==> config.mk <==
export PLATFORM = sky130hd
export DESIGN_NAME = keyed_record_table_insert_search_top
export DESIGN_NICKNAME = d
export VERILOG_FILES = /design/src/rtl/core/krt_pkg.sv /design/src/rtl/core/krt_mem.sv /design/src/rtl/core/krt_seq.sv /design/src/rtl/core/keyed_record_table_insert_search_top.sv
export VERILOG_INCLUDE_DIRS = /design/src /design/src/rtl/core
export SDC_FILE = /design/constraint.sdc
export NUM_CORES = 1
export LEC_CHECK = 0
export ABC_CLOCK_PERIOD_IN_PS = 8300
export BUFFER_PORTS_ARGS = -buffer_cell sky130_fd_sc_hd__buf_2
export CORE_MARGIN = 1.5
export CORE_UTILIZATION = 45
export CTS_CLUSTER_DIAMETER = 40
export CTS_CLUSTER_SIZE = 28
export DETAILED_ROUTE_END_ITERATION = 8
export GPL_TIMING_DRIVEN = 0
export SLEW_MARGIN = 20
export SYNTH_ARGS = -nofsm -noshare
export SYNTH_HDL_FRONTEND = slang
export SYNTH_HIERARCHICAL = 1
export SYNTH_SLANG_ARGS = --single-unit
==> constraint.sdc <==
create_clock -name clock -period 8.3 [get_ports clock]
set_clock_uncertainty 0.15 [all_clocks]
set_input_delay 0 -clock clock [delete_from_list [all_inputs] [get_ports clock]]
set_output_delay 0 -clock clock [all_outputs]
set_load 0.03 [all_outputs]
==> src/rtl/core/assert_macros.svh <==
// Assertion helpers shared by the RTL.
`ifndef ASSERT_MACROS_SVH
`define ASSERT_MACROS_SVH

// Property that must hold at every clock edge outside reset.
`define ASSERT_ALWAYS(label, clk, rst, expr) \
   label: assert property (@(posedge clk) disable iff (rst) (expr)) \
      else $error("assertion failed: invariant");

// Condition in one cycle implies a consequence in the next cycle.
`define ASSERT_NEXT(label, clk, rst, ante, cons) \
   label: assert property (@(posedge clk) disable iff (rst) (ante) |=> (cons)) \
      else $error("assertion failed: next-cycle implication");

`endif

==> src/rtl/core/krt_pkg.sv <==
package krt_pkg;

   // Field widths
   localparam int KeyWidth   = 27;
   localparam int GradeWidth = 10;
   localparam int PosWidth   = 5;
   localparam int CountWidth = 6;

   localparam logic [GradeWidth-1:0] GRADE_MAX = 10'd1000;

   // Commands
   localparam logic CMD_INSERT = 1'b0;
   localparam logic CMD_LOOKUP = 1'b1;

   // Result status codes
   localparam logic [1:0] ST_INSERTED = 2'd0;
   localparam logic [1:0] ST_FULL     = 2'd1;
   localparam logic [1:0] ST_FOUND    = 2'd2;
   localparam logic [1:0] ST_MISSING  = 2'd3;

   typedef struct packed {
      logic                  command;
      logic [KeyWidth-1:0]   key;
      logic [GradeWidth-1:0] first_grade;
      logic [GradeWidth-1:0] second_grade;
   } req_type;

   typedef struct packed {
      logic [1:0]            status;
      logic [PosWidth-1:0]   position;
      logic [CountWidth-1:0] stored_count;
   } rsp_type;

   // One table entry
   typedef struct packed {
      logic [KeyWidth-1:0]   key;
      logic [GradeWidth-1:0] first_grade;
      logic [GradeWidth-1:0] second_grade;
   } record_type;

   // Table write request
   typedef struct packed {
      logic       we;
      record_type rec;
   } mem_wr_type;

   // Saturate a grade to the top of its range
   function automatic logic [GradeWidth-1:0] clamp_grade(input logic [GradeWidth-1:0] g);
      return (g > GRADE_MAX) ? GRADE_MAX : g;
   endfunction

endpackage

==> src/rtl/core/krt_mem.sv <==
module krt_mem #(
   parameter  int DEPTH = 32,
   localparam int AW    = $clog2(DEPTH)
) (
   input  logic                   clock,
   input  krt_pkg::mem_wr_type    wr,
   input  logic [AW-1:0]          waddr,
   input  logic [AW-1:0]          raddr,
   output krt_pkg::record_type    rdata
);

   krt_pkg::record_type mem_ff [DEPTH];
   krt_pkg::record_type rdata_ff;

   // One write port, one registered read port
   always_ff @(posedge clock) begin
      if (wr.we) begin
         mem_ff[waddr] <= wr.rec;
      end
      rdata_ff <= mem_ff[raddr];
   end

   assign rdata = rdata_ff;

endmodule

==> src/rtl/core/krt_seq.sv <==
`include "assert_macros.svh"

module krt_seq #(
   parameter  int DEPTH = 32,
   localparam int AW    = $clog2(DEPTH),
   localparam int CW    = $clog2(DEPTH + 1)
) (
   input  logic                clock,
   input  logic                reset,
   input  logic                req_valid,
   output logic                req_stall,
   input  krt_pkg::req_type    req_payload,
   input  logic                sorted_mode,
   output logic                done_valid,
   output krt_pkg::rsp_type    done_result,
   input  logic                done_take,
   output krt_pkg::mem_wr_type mem_wr,
   output logic [AW-1:0]       mem_waddr,
   output logic [AW-1:0]       mem_raddr,
   input  krt_pkg::record_type mem_rdata
);

   typedef enum logic [3:0] {
      S_IDLE  = 4'b0001,
      S_SHIFT = 4'b0010,
      S_SCAN  = 4'b0100,
      S_DONE  = 4'b1000
   } state_type;

   state_type           state_ff, state_in;
   logic [CW-1:0]       count_ff, count_in;
   logic [AW-1:0]       slot_ff, slot_in;
   krt_pkg::record_type item_ff, item_in;
   krt_pkg::rsp_type    result_ff, result_in;

   logic                full;
   logic                greater;
   logic                match;
   logic                last;
   logic [CW-1:0]       count_dec;
   logic [CW-1:0]       count_inc;
   krt_pkg::record_type incoming;
   logic                reject_start;
   logic                reject_seen;

   assign full      = (count_ff == CW'(DEPTH));
   assign count_dec = count_ff - CW'(1);
   assign count_inc = count_ff + CW'(1);
   // Key compares against the entry just read
   assign greater   = (mem_rdata.key > item_ff.key);
   assign match     = (mem_rdata.key == item_ff.key);
   assign last      = ((CW'(slot_ff) + CW'(1)) == count_ff);

   assign incoming.key          = req_payload.key;
   assign incoming.first_grade  = krt_pkg::clamp_grade(req_payload.first_grade);
   assign incoming.second_grade = krt_pkg::clamp_grade(req_payload.second_grade);

   assign req_stall   = (state_ff != S_IDLE);
   assign done_valid  = (state_ff == S_DONE);
   assign done_result = result_ff;

   // Full-table insert taken, and its reject result
   assign reject_start = (state_ff == S_IDLE) && req_valid && full &&
                         (req_payload.command == krt_pkg::CMD_INSERT);
   assign reject_seen  = (state_ff == S_DONE) && (result_ff.status == krt_pkg::ST_FULL);

   // Sequencer
   always_comb begin
      state_in   = state_ff;
      count_in   = count_ff;
      slot_in    = slot_ff;
      item_in    = item_ff;
      result_in  = result_ff;
      mem_wr.we  = 1'b0;
      mem_wr.rec = item_ff;
      mem_waddr  = slot_ff;
      mem_raddr  = '0;
      case (state_ff)
         S_IDLE: begin
            if (req_valid) begin
               item_in = incoming;
               if (req_payload.command == krt_pkg::CMD_INSERT) begin
                  if (full) begin
                     result_in = '{krt_pkg::ST_FULL, '0, 6'(count_ff)};
                     state_in  = S_DONE;
                  end else if (!sorted_mode || count_ff == '0) begin
                     // Append at the end
                     mem_wr.we  = 1'b1;
                     mem_wr.rec = incoming;
                     mem_waddr  = count_ff[AW-1:0];
                     count_in   = count_inc;
                     result_in  = '{krt_pkg::ST_INSERTED, 5'(count_ff), 6'(count_inc)};
                     state_in   = S_DONE;
                  end else begin
                     // Start the downward walk at the top entry
                     mem_raddr = count_dec[AW-1:0];
                     slot_in   = count_ff[AW-1:0];
                     state_in  = S_SHIFT;
                  end
               end else begin
                  result_in = '{krt_pkg::ST_MISSING, '0, 6'(count_ff)};
                  slot_in   = '0;
                  if (count_ff == '0) begin
                     state_in = S_DONE;
                  end else begin
                     mem_raddr = '0;
                     state_in  = S_SCAN;
                  end
               end
            end
         end
         S_SHIFT: begin
            mem_wr.we = 1'b1;
            if (slot_ff != '0 && greater) begin
               // Move the larger entry up one place, fetch the next one down
               mem_wr.rec = mem_rdata;
               slot_in    = slot_ff - AW'(1);
               mem_raddr  = slot_ff - AW'(2);
            end else begin
               mem_wr.rec = item_ff;
               count_in   = count_inc;
               result_in  = '{krt_pkg::ST_INSERTED, 5'(slot_ff), 6'(count_inc)};
               state_in   = S_DONE;
            end
         end
         S_SCAN: begin
            if (match) begin
               result_in = '{krt_pkg::ST_FOUND, 5'(slot_ff), 6'(count_ff)};
            end
            // Sorted mode stops at the first hit, append mode keeps the last
            if ((match && sorted_mode) || last) begin
               state_in = S_DONE;
            end else begin
               slot_in   = slot_ff + AW'(1);
               mem_raddr = slot_ff + AW'(1);
            end
         end
         S_DONE: begin
            if (done_take) begin
               state_in = S_IDLE;
            end
         end
         default: begin
            state_in = S_IDLE;
         end
      endcase
   end

   always_ff @(posedge clock) begin
      if (reset) begin
         state_ff <= S_IDLE;
         count_ff <= '0;
      end else begin
         state_ff <= state_in;
         count_ff <= count_in;
      end
      slot_ff   <= slot_in;
      item_ff   <= item_in;
      result_ff <= result_in;
   end

   // Checks
   `ASSERT_ALWAYS(a_count_range, clock, reset, count_ff <= CW'(DEPTH))
   `ASSERT_ALWAYS(a_count_step, clock, reset, count_in == count_ff || count_in == count_inc)
   `ASSERT_NEXT(a_full_reject, clock, reset, reject_start, reject_seen && $stable(count_ff))

endmodule

==> src/rtl/core/keyed_record_table_insert_search_top.sv <==
// Keyed record table: insert and search over up to DEPTH records.
// Request channel (req_valid / req_stall / req_payload): one beat is one
// command, insert a record or look up a key. The block raises req_stall
// while it works on a beat, so one command is in flight at a time.
// Response channel (rsp_valid / rsp_stall / rsp_payload): exactly one beat
// per request, carrying status, position and the stored record count.
// Config channel (csr_valid / csr_ready / csr_data): sorted_mode, always
// ready; write it only while the block is idle.
// Requests walk the record memory (one read, one write port) one entry per
// cycle, N = records stored: append insert, rejected insert and lookup on an
// empty table need no walk; sorted insert moves up to N entries; lookup
// scans up to N entries.
// A finished result sits in the response register; if rsp_stall holds it,
// the next result waits in the sequencer and the request side stays stalled.
// Reset (synchronous) empties the table, sets sorted_mode to 1 and drops
// any pending response. Memory contents need no clearing.
module keyed_record_table_insert_search_top #(
   parameter int DEPTH = 32
) (
   input  logic             clock,
   input  logic             reset,
   input  logic             req_valid,
   output logic             req_stall,
   input  krt_pkg::req_type req_payload,
   output logic             rsp_valid,
   input  logic             rsp_stall,
   output krt_pkg::rsp_type rsp_payload,
   input  logic             csr_valid,
   output logic             csr_ready,
   input  logic             csr_data
);

   localparam int AW = $clog2(DEPTH);

   logic                sorted_mode_ff, sorted_mode_in;
   logic                rsp_valid_ff, rsp_valid_in;
   krt_pkg::rsp_type    rsp_data_ff, rsp_data_in;

   logic                done_valid;
   logic                done_take;
   krt_pkg::rsp_type    done_result;
   krt_pkg::mem_wr_type mem_wr;
   logic [AW-1:0]       mem_waddr;
   logic [AW-1:0]       mem_raddr;
   krt_pkg::record_type mem_rdata;

   // Config register
   assign csr_ready      = 1'b1;
   assign sorted_mode_in = (csr_valid && csr_ready) ? csr_data : sorted_mode_ff;

   // Output register loads when empty or draining
   assign done_take    = done_valid && (!rsp_valid_ff || !rsp_stall);
   assign rsp_valid_in = done_take ? 1'b1 : (rsp_valid_ff && rsp_stall);
   assign rsp_data_in  = done_take ? done_result : rsp_data_ff;

   always_ff @(posedge clock) begin
      if (reset) begin
         sorted_mode_ff <= 1'b1;
         rsp_valid_ff   <= 1'b0;
      end else begin
         sorted_mode_ff <= sorted_mode_in;
         rsp_valid_ff   <= rsp_valid_in;
      end
      rsp_data_ff <= rsp_data_in;
   end

   assign rsp_valid   = rsp_valid_ff;
   assign rsp_payload = rsp_data_ff;

   krt_seq #(.DEPTH(DEPTH)) u_seq (
      .clock       (clock),
      .reset       (reset),
      .req_valid   (req_valid),
      .req_stall   (req_stall),
      .req_payload (req_payload),
      .sorted_mode (sorted_mode_ff),
      .done_valid  (done_valid),
      .done_result (done_result),
      .done_take   (done_take),
      .mem_wr      (mem_wr),
      .mem_waddr   (mem_waddr),
      .mem_raddr   (mem_raddr),
      .mem_rdata   (mem_rdata)
   );

   krt_mem #(.DEPTH(DEPTH)) u_mem (
      .clock (clock),
      .wr    (mem_wr),
      .waddr (mem_waddr),
      .raddr (mem_raddr),
      .rdata (mem_rdata)
   );

endmodule
==> flow_summary.toml, run 1 <==
[worst_setup_path]
path_cells = "inv_1 -> ha_1 -> and4_1 -> nand4_1 -> nand2b_1 -> o211ai_2 -> o21a_1 -> buf_6 -> nand2_1 -> o21ai_0 -> or2_2 -> clkbuf_1 -> clkbuf_1 -> nor3_1 -> a31oi_1 -> nand3_1"
start_kind = "register"
r2r_cells = 16
critical_path_required_ps = 8660
slowest_delay_ps = 800
path_class = "reg -> reg"
crit_path_end_kind = "register"
crit_arrival_ps = 5750
rrSetupSlack_ps = 2910
path_max_fanout = 10
worst_path_most_repeated_cell = "clkbuf_1"
r2r-start = "u_seq/item_ff[45]"
cp_slowest_cell = "o21ai_0"
reg2reg_to = "u_mem/rdata[33]"

[sta]
worst_slack_ps = 2910
worstMarginPinSlew_ps = 1150
layout_min_cycle_time_ps = 5390
rsz0062_at_grt = "no"
max-slew-margin-rel_pct = 23.4
hold_violations = 0
fmax_mhz = 185
final_max_slew_viol_count = 0
setup_tns_ps = 0
finalSetupViolCount = 0
fin_crit_sh_pct = 65.0
whs_ps = 138

[routing]
dr.pass1.iters = 5
routed_wl_mm = 97.7
drc_errors = 0
post_drt_wl_per_cell_um = 24.9
antenna_left = 0
drt_iter0_drc = 2091
via_per_inst = 5.59
via_count = 21900

[hold_path]
min-delay-start = "reset"
holdCritPathClass = "in -> reg"
min_delay_path_depth = 4
min_to = "u_seq/count_ff[0]"

[cells_and_area]
most-common-layout-cells = "edfxtp_1, mux2i_1, clkbuf_16"
fill_cells = 6685
fin_area_sq_um = 47100
post-route-util_pct = 55.0
instances_no_fill = 3926
layout-drive-gt1-share_pct = 18.1
multiInputGateArea_sq_um = 9610
nNetsFinal = 2762
syn_to_final_growth_pct = 20.5
seq_area_sq_um = 28500
layout_commonest_cell = "edfxtp_1"

[floorplanning]
die_w_um = 298
die_area_sq_um = 88700
rows = 107
core_sq_um = 85700
start_util_pct = 45.6
fp.dieH_um = 298
io_pins = 70

[placed_design]
gp_congestion = 0.908
portBuffers = 48
pre_cts_slack_ps = 3110
dp_hpwl_mm = 65.8
placedInstanceArea_sq_um = 41900
dp.cells = 3618

[logic_synthesis]
netlist_area_sq_um = 39100
syn-num-nets = 2482
yosys_warnings = 6
syn_inst = 2393
avgSynthCellArea_sq_um = 16.3

[grt]
grt_max_degree = 33
grt_use_total_pct = 22.0
grt_pass1_vias = 22000
grt_pass1_wl_mm = 144
grt_overflow = 0
antenna_found_initial = 0

[clocking]
post-cts-setup-buffers = 0
clock_path_buffers = 3
cts.reportedPaths.clkPinSlew_ps = 60
cts_sinks = 961
cts_resized = 0
htree_levels = 4
cts_tree = "yes"
root_buffer = "clkbuf_16"
numCtsBuffers = 130
clkLatencyLatePin_ps = 710
cts_hold_buf = 67

[power_and_ir_drop]
p_int_mw = 10.0
seqPwrFrac_pct = 44.7
pwr-share-clk_pct = 42.1
powerDensity_nw_per_um2 = 288
p_leak_nw = 15.1
power_mw = 13.6
vdd_drop_max_v = 0.000200
switchingPower_mw = 3.53
p_sw_share_pct = 26.1
p_comb_share_pct = 13.3

[job]
cap_violations = 0

[status]
outcome = "finished clean"
flip-flops by register name, indices dropped and copies added (netlist names):
register and flops:
u_mem/mem_ff 864, u_mem/rdata 27, u_seq/item_ff 27, rsp_payload 13
u_seq/done_result 13, u_seq/count_ff 6, u_seq/slot_ff 5, u_seq/state_ff 4
rsp_valid 1, sorted_mode_ff 1
critical path: cells and delay by family, from the launching register on:
kind / cells / cell delay, ps
adder cells (fa/ha/maj): 1 / 300
flip-flops: 1 / 340
AO/OA/AOI/OAI: 4 / 1560
AND/OR/NAND/NOR: 7 / 1770
buffers and inverters: 4 / 1070
metal layers:
layer	up-vias	global-route usage, %	part of all wire [%]
met5	-	0	0
met2	705	36.0	48
met4	0	7.95	3.0
li1	9936	-	-
met3	160	3.43	5.5
met1	11100	30.0	43
cell type report:
cell class	count	area share [%]
plain buffers	179	2.49
flip-flops and latches	961	60.4
clock buffers	141	7.17
clock inverters	99	2.49
multi-input cells	1216	20.4
well taps	1144	3.04
diodes	1	0.00531
repair buffers	148	3.70
inverters	37	0.297
how the worst max path moves through the flow:
stage	startpoint	endpoint	depth (start not counted)
5_1_grt	u_seq/item_ff[45]	u_mem/rdata[33]	16
4_1_cts	u_seq/item_ff[45]	u_mem/rdata[32]	16
6_report	u_seq/item_ff[45]	u_mem/rdata[33]	16
3_5_place_dp	u_seq/item_ff[45]	u_mem/rdata[32]	16
2_1_floorplan	u_seq/count_ff[0]	u_mem/mem_ff[12][20]	14
3_3_place_gp	u_seq/count_ff[0]	u_mem/mem_ff[31][45]	12
power by group through the flow:
stage	Combinational, mW	Clock (mW)	Sequential [mW]
final	1.80	5.70	6.06
after detailed placement	1.75	0	6.16
after floorplan	1.02	0	6.14
after global placement	1.61	0	6.17
after CTS	1.79	5.79	6.06
after global routing	1.94	6.01	6.07
No activity file was read; power rests on OpenSTA's default activity.
==> run 2, diff against run 1 <==
Settings changed: ABC_CLOCK_PERIOD_IN_PS 8300 to 4370.
Clock period 8.3 ns to 4.37 ns, I/O delays scaled along.
==> flow_summary.toml, run 2 (synthesis gave the netlist of run 1 again) <==
[sta]
max-slew-margin-rel_pct = 30.2
finalSetupViolCount = 1
rsz0062_at_grt = "no"
worstMarginPinSlew_ps = 1040
worst_slack_ps = -15.1
fmax_mhz = 228
hold_violations = 0
fin_crit_sh_pct = 100
layout_min_cycle_time_ps = 4390
whs_ps = 149
final_max_slew_viol_count = 0

[cells_and_area]
num_antenna_cells = 0
top_register = "u_mem/mem_ff"
layout-drive-gt1-share_pct = 21.2
most-common-layout-cells = "edfxtp_1, mux2i_1, clkbuf_16"
largest_reg_flops = 864
nNetsFinal = 2818
syn_to_final_growth_pct = 22.5
layout_commonest_cell = "edfxtp_1"
fin_area_sq_um = 47900

[clocking]
htree_levels = 4
numCtsBuffers = 133
clock_path_buffers = 3
cts_sinks = 961
clkLatencyLatePin_ps = 700
cts.reportedPaths.clkPinSlew_ps = 50
cts_tree = "yes"
root_buffer = "clkbuf_16"

[routing]
drc_errors = 0
drt_iter0_drc = 1959
via_per_inst = 5.61
antenna_left = 0
via_count = 22300
routed_wl_mm = 98.6
dr.pass1.iters = 5
post_drt_wl_per_cell_um = 24.8

[power_and_ir_drop]
powerDensity_nw_per_um2 = 545
p_leak_nw = 15.6
vdd_drop_max_v = 0.000332

[worst_setup_path]
cp_slowest_cell = "nor3_1"
path_max_fanout = 10
path_cells = "inv_1 -> ha_1 -> nand4_1 -> or3_1 -> nor3_2 -> o21ba_4 -> o21a_1 -> buf_6 -> nand2_2 -> o221ai_4 -> or2_2 -> clkbuf_1 -> clkbuf_2 -> nor3_1 -> a31oi_1 -> nand3_1"
critical_path_required_ps = 4830
worst-path-buf-inv = 4
crit_arrival_ps = 4850
slowest_delay_ps = 590
path_class = "reg -> reg"
start_kind = "register"
crit_path_end_kind = "register"
cp_top_family = "simple AND/OR/NAND/NOR gates"

[placed_design]
dp_hpwl_mm = 65.8
portBuffers = 48
placedInstanceArea_sq_um = 41900
pre_cts_slack_ps = -881
gp_congestion = 0.905

[grt]
grt_pass1_vias = 22300
grt_use_total_pct = 22.2
grt_max_degree = 33
antenna_found_initial = 3
grt_overflow = 0
grt_pass1_wl_mm = 144

[floorplanning]
die_area_sq_um = 88700
io_pins = 70
start_util_pct = 45.6
core_sq_um = 85700
rows = 107
die_w_um = 298
fp.dieH_um = 298

[status]
violations = "setup timing"
outcome = "finished with violations"

[hold_path]
holdCritPathClass = "in -> reg"

[job]
cap_violations = 0
run 2: repair_timing:
| action | in CTS | in global routing |
|---|---|---|
| hold buffers | 67 | 0 |
| hold endpoints to repair | 114 | 0 |
| pin swaps | 10 | 18 |
| gates resized for setup | 46 | 39 |
| endpoints found under the setup margin | 1006 | 716 |
| buffers inserted | 22 | 32 |
run 2: worst min-delay path, stage by stage:
cell and delay [ps]:
dlygate4sd3_1 520, buf_2 110, a21boi_1 170
run 2: area by class of cell:
class / instances / area (sq um)
plain buffers: 177 / 1240
multi-input cells: 1216 / 9760
clock inverters: 83 / 1080
inverters: 37 / 140
clock buffers: 157 / 3560
repair buffers: 203 / 2220
flip-flops and latches: 961 / 28500
fillers: 6675 / 37800
well taps: 1144 / 1430
run 2: path summary, 6_finish.rpt:
path                              from         endpoint  slack (ps)  cells after the start
setup / recovery     u_seq/item_ff[24]  u_mem/rdata[44]         -20                     16
hold / removal               rsp_stall   rsp_payload[6]         150                      3
setup reg to reg     u_seq/item_ff[24]  u_mem/rdata[44]         -20                     16
hold reg to reg   u_seq/done_result[7]   rsp_payload[7]         270                      0
run 2: metal layers:
layer / GRT usage [%] / vias to the layer above / wire [um] / share of wire, %
li1: - / 10000 / - / -
met1: 30.0 / 11300 / 41900 / 43
met2: 35.7 / 821 / 47000 / 48
met3: 4.39 / 174 / 6760 / 6.9
met4: 8.11 / 2 / 2960 / 3.0
met5: 0 / - / 12 / 0.012
run 2: where the power goes:
part	switching, mW	internal, mW	total [mW]	leakage [nW]
sequential	0.158	11.4	11.5	8.66
combinational	2.52	1.04	3.56	4.67
clock	3.97	7.08	11.0	2.27
total	6.65	19.5	26.1	15.6
run 2: metrics by stage:
step,TNS (ps),utilization [%],power [mW],instances
after global routing,0,55.9,27.0,3978
after global placement,-1470140,47.6,14.8,3585
final,-15.1,55.9,26.1,3978
after floorplan,-19950,-,13.6,2393
after detailed placement,-441950,48.9,15.0,3619
after CTS,-44.8,55.5,26.2,3947
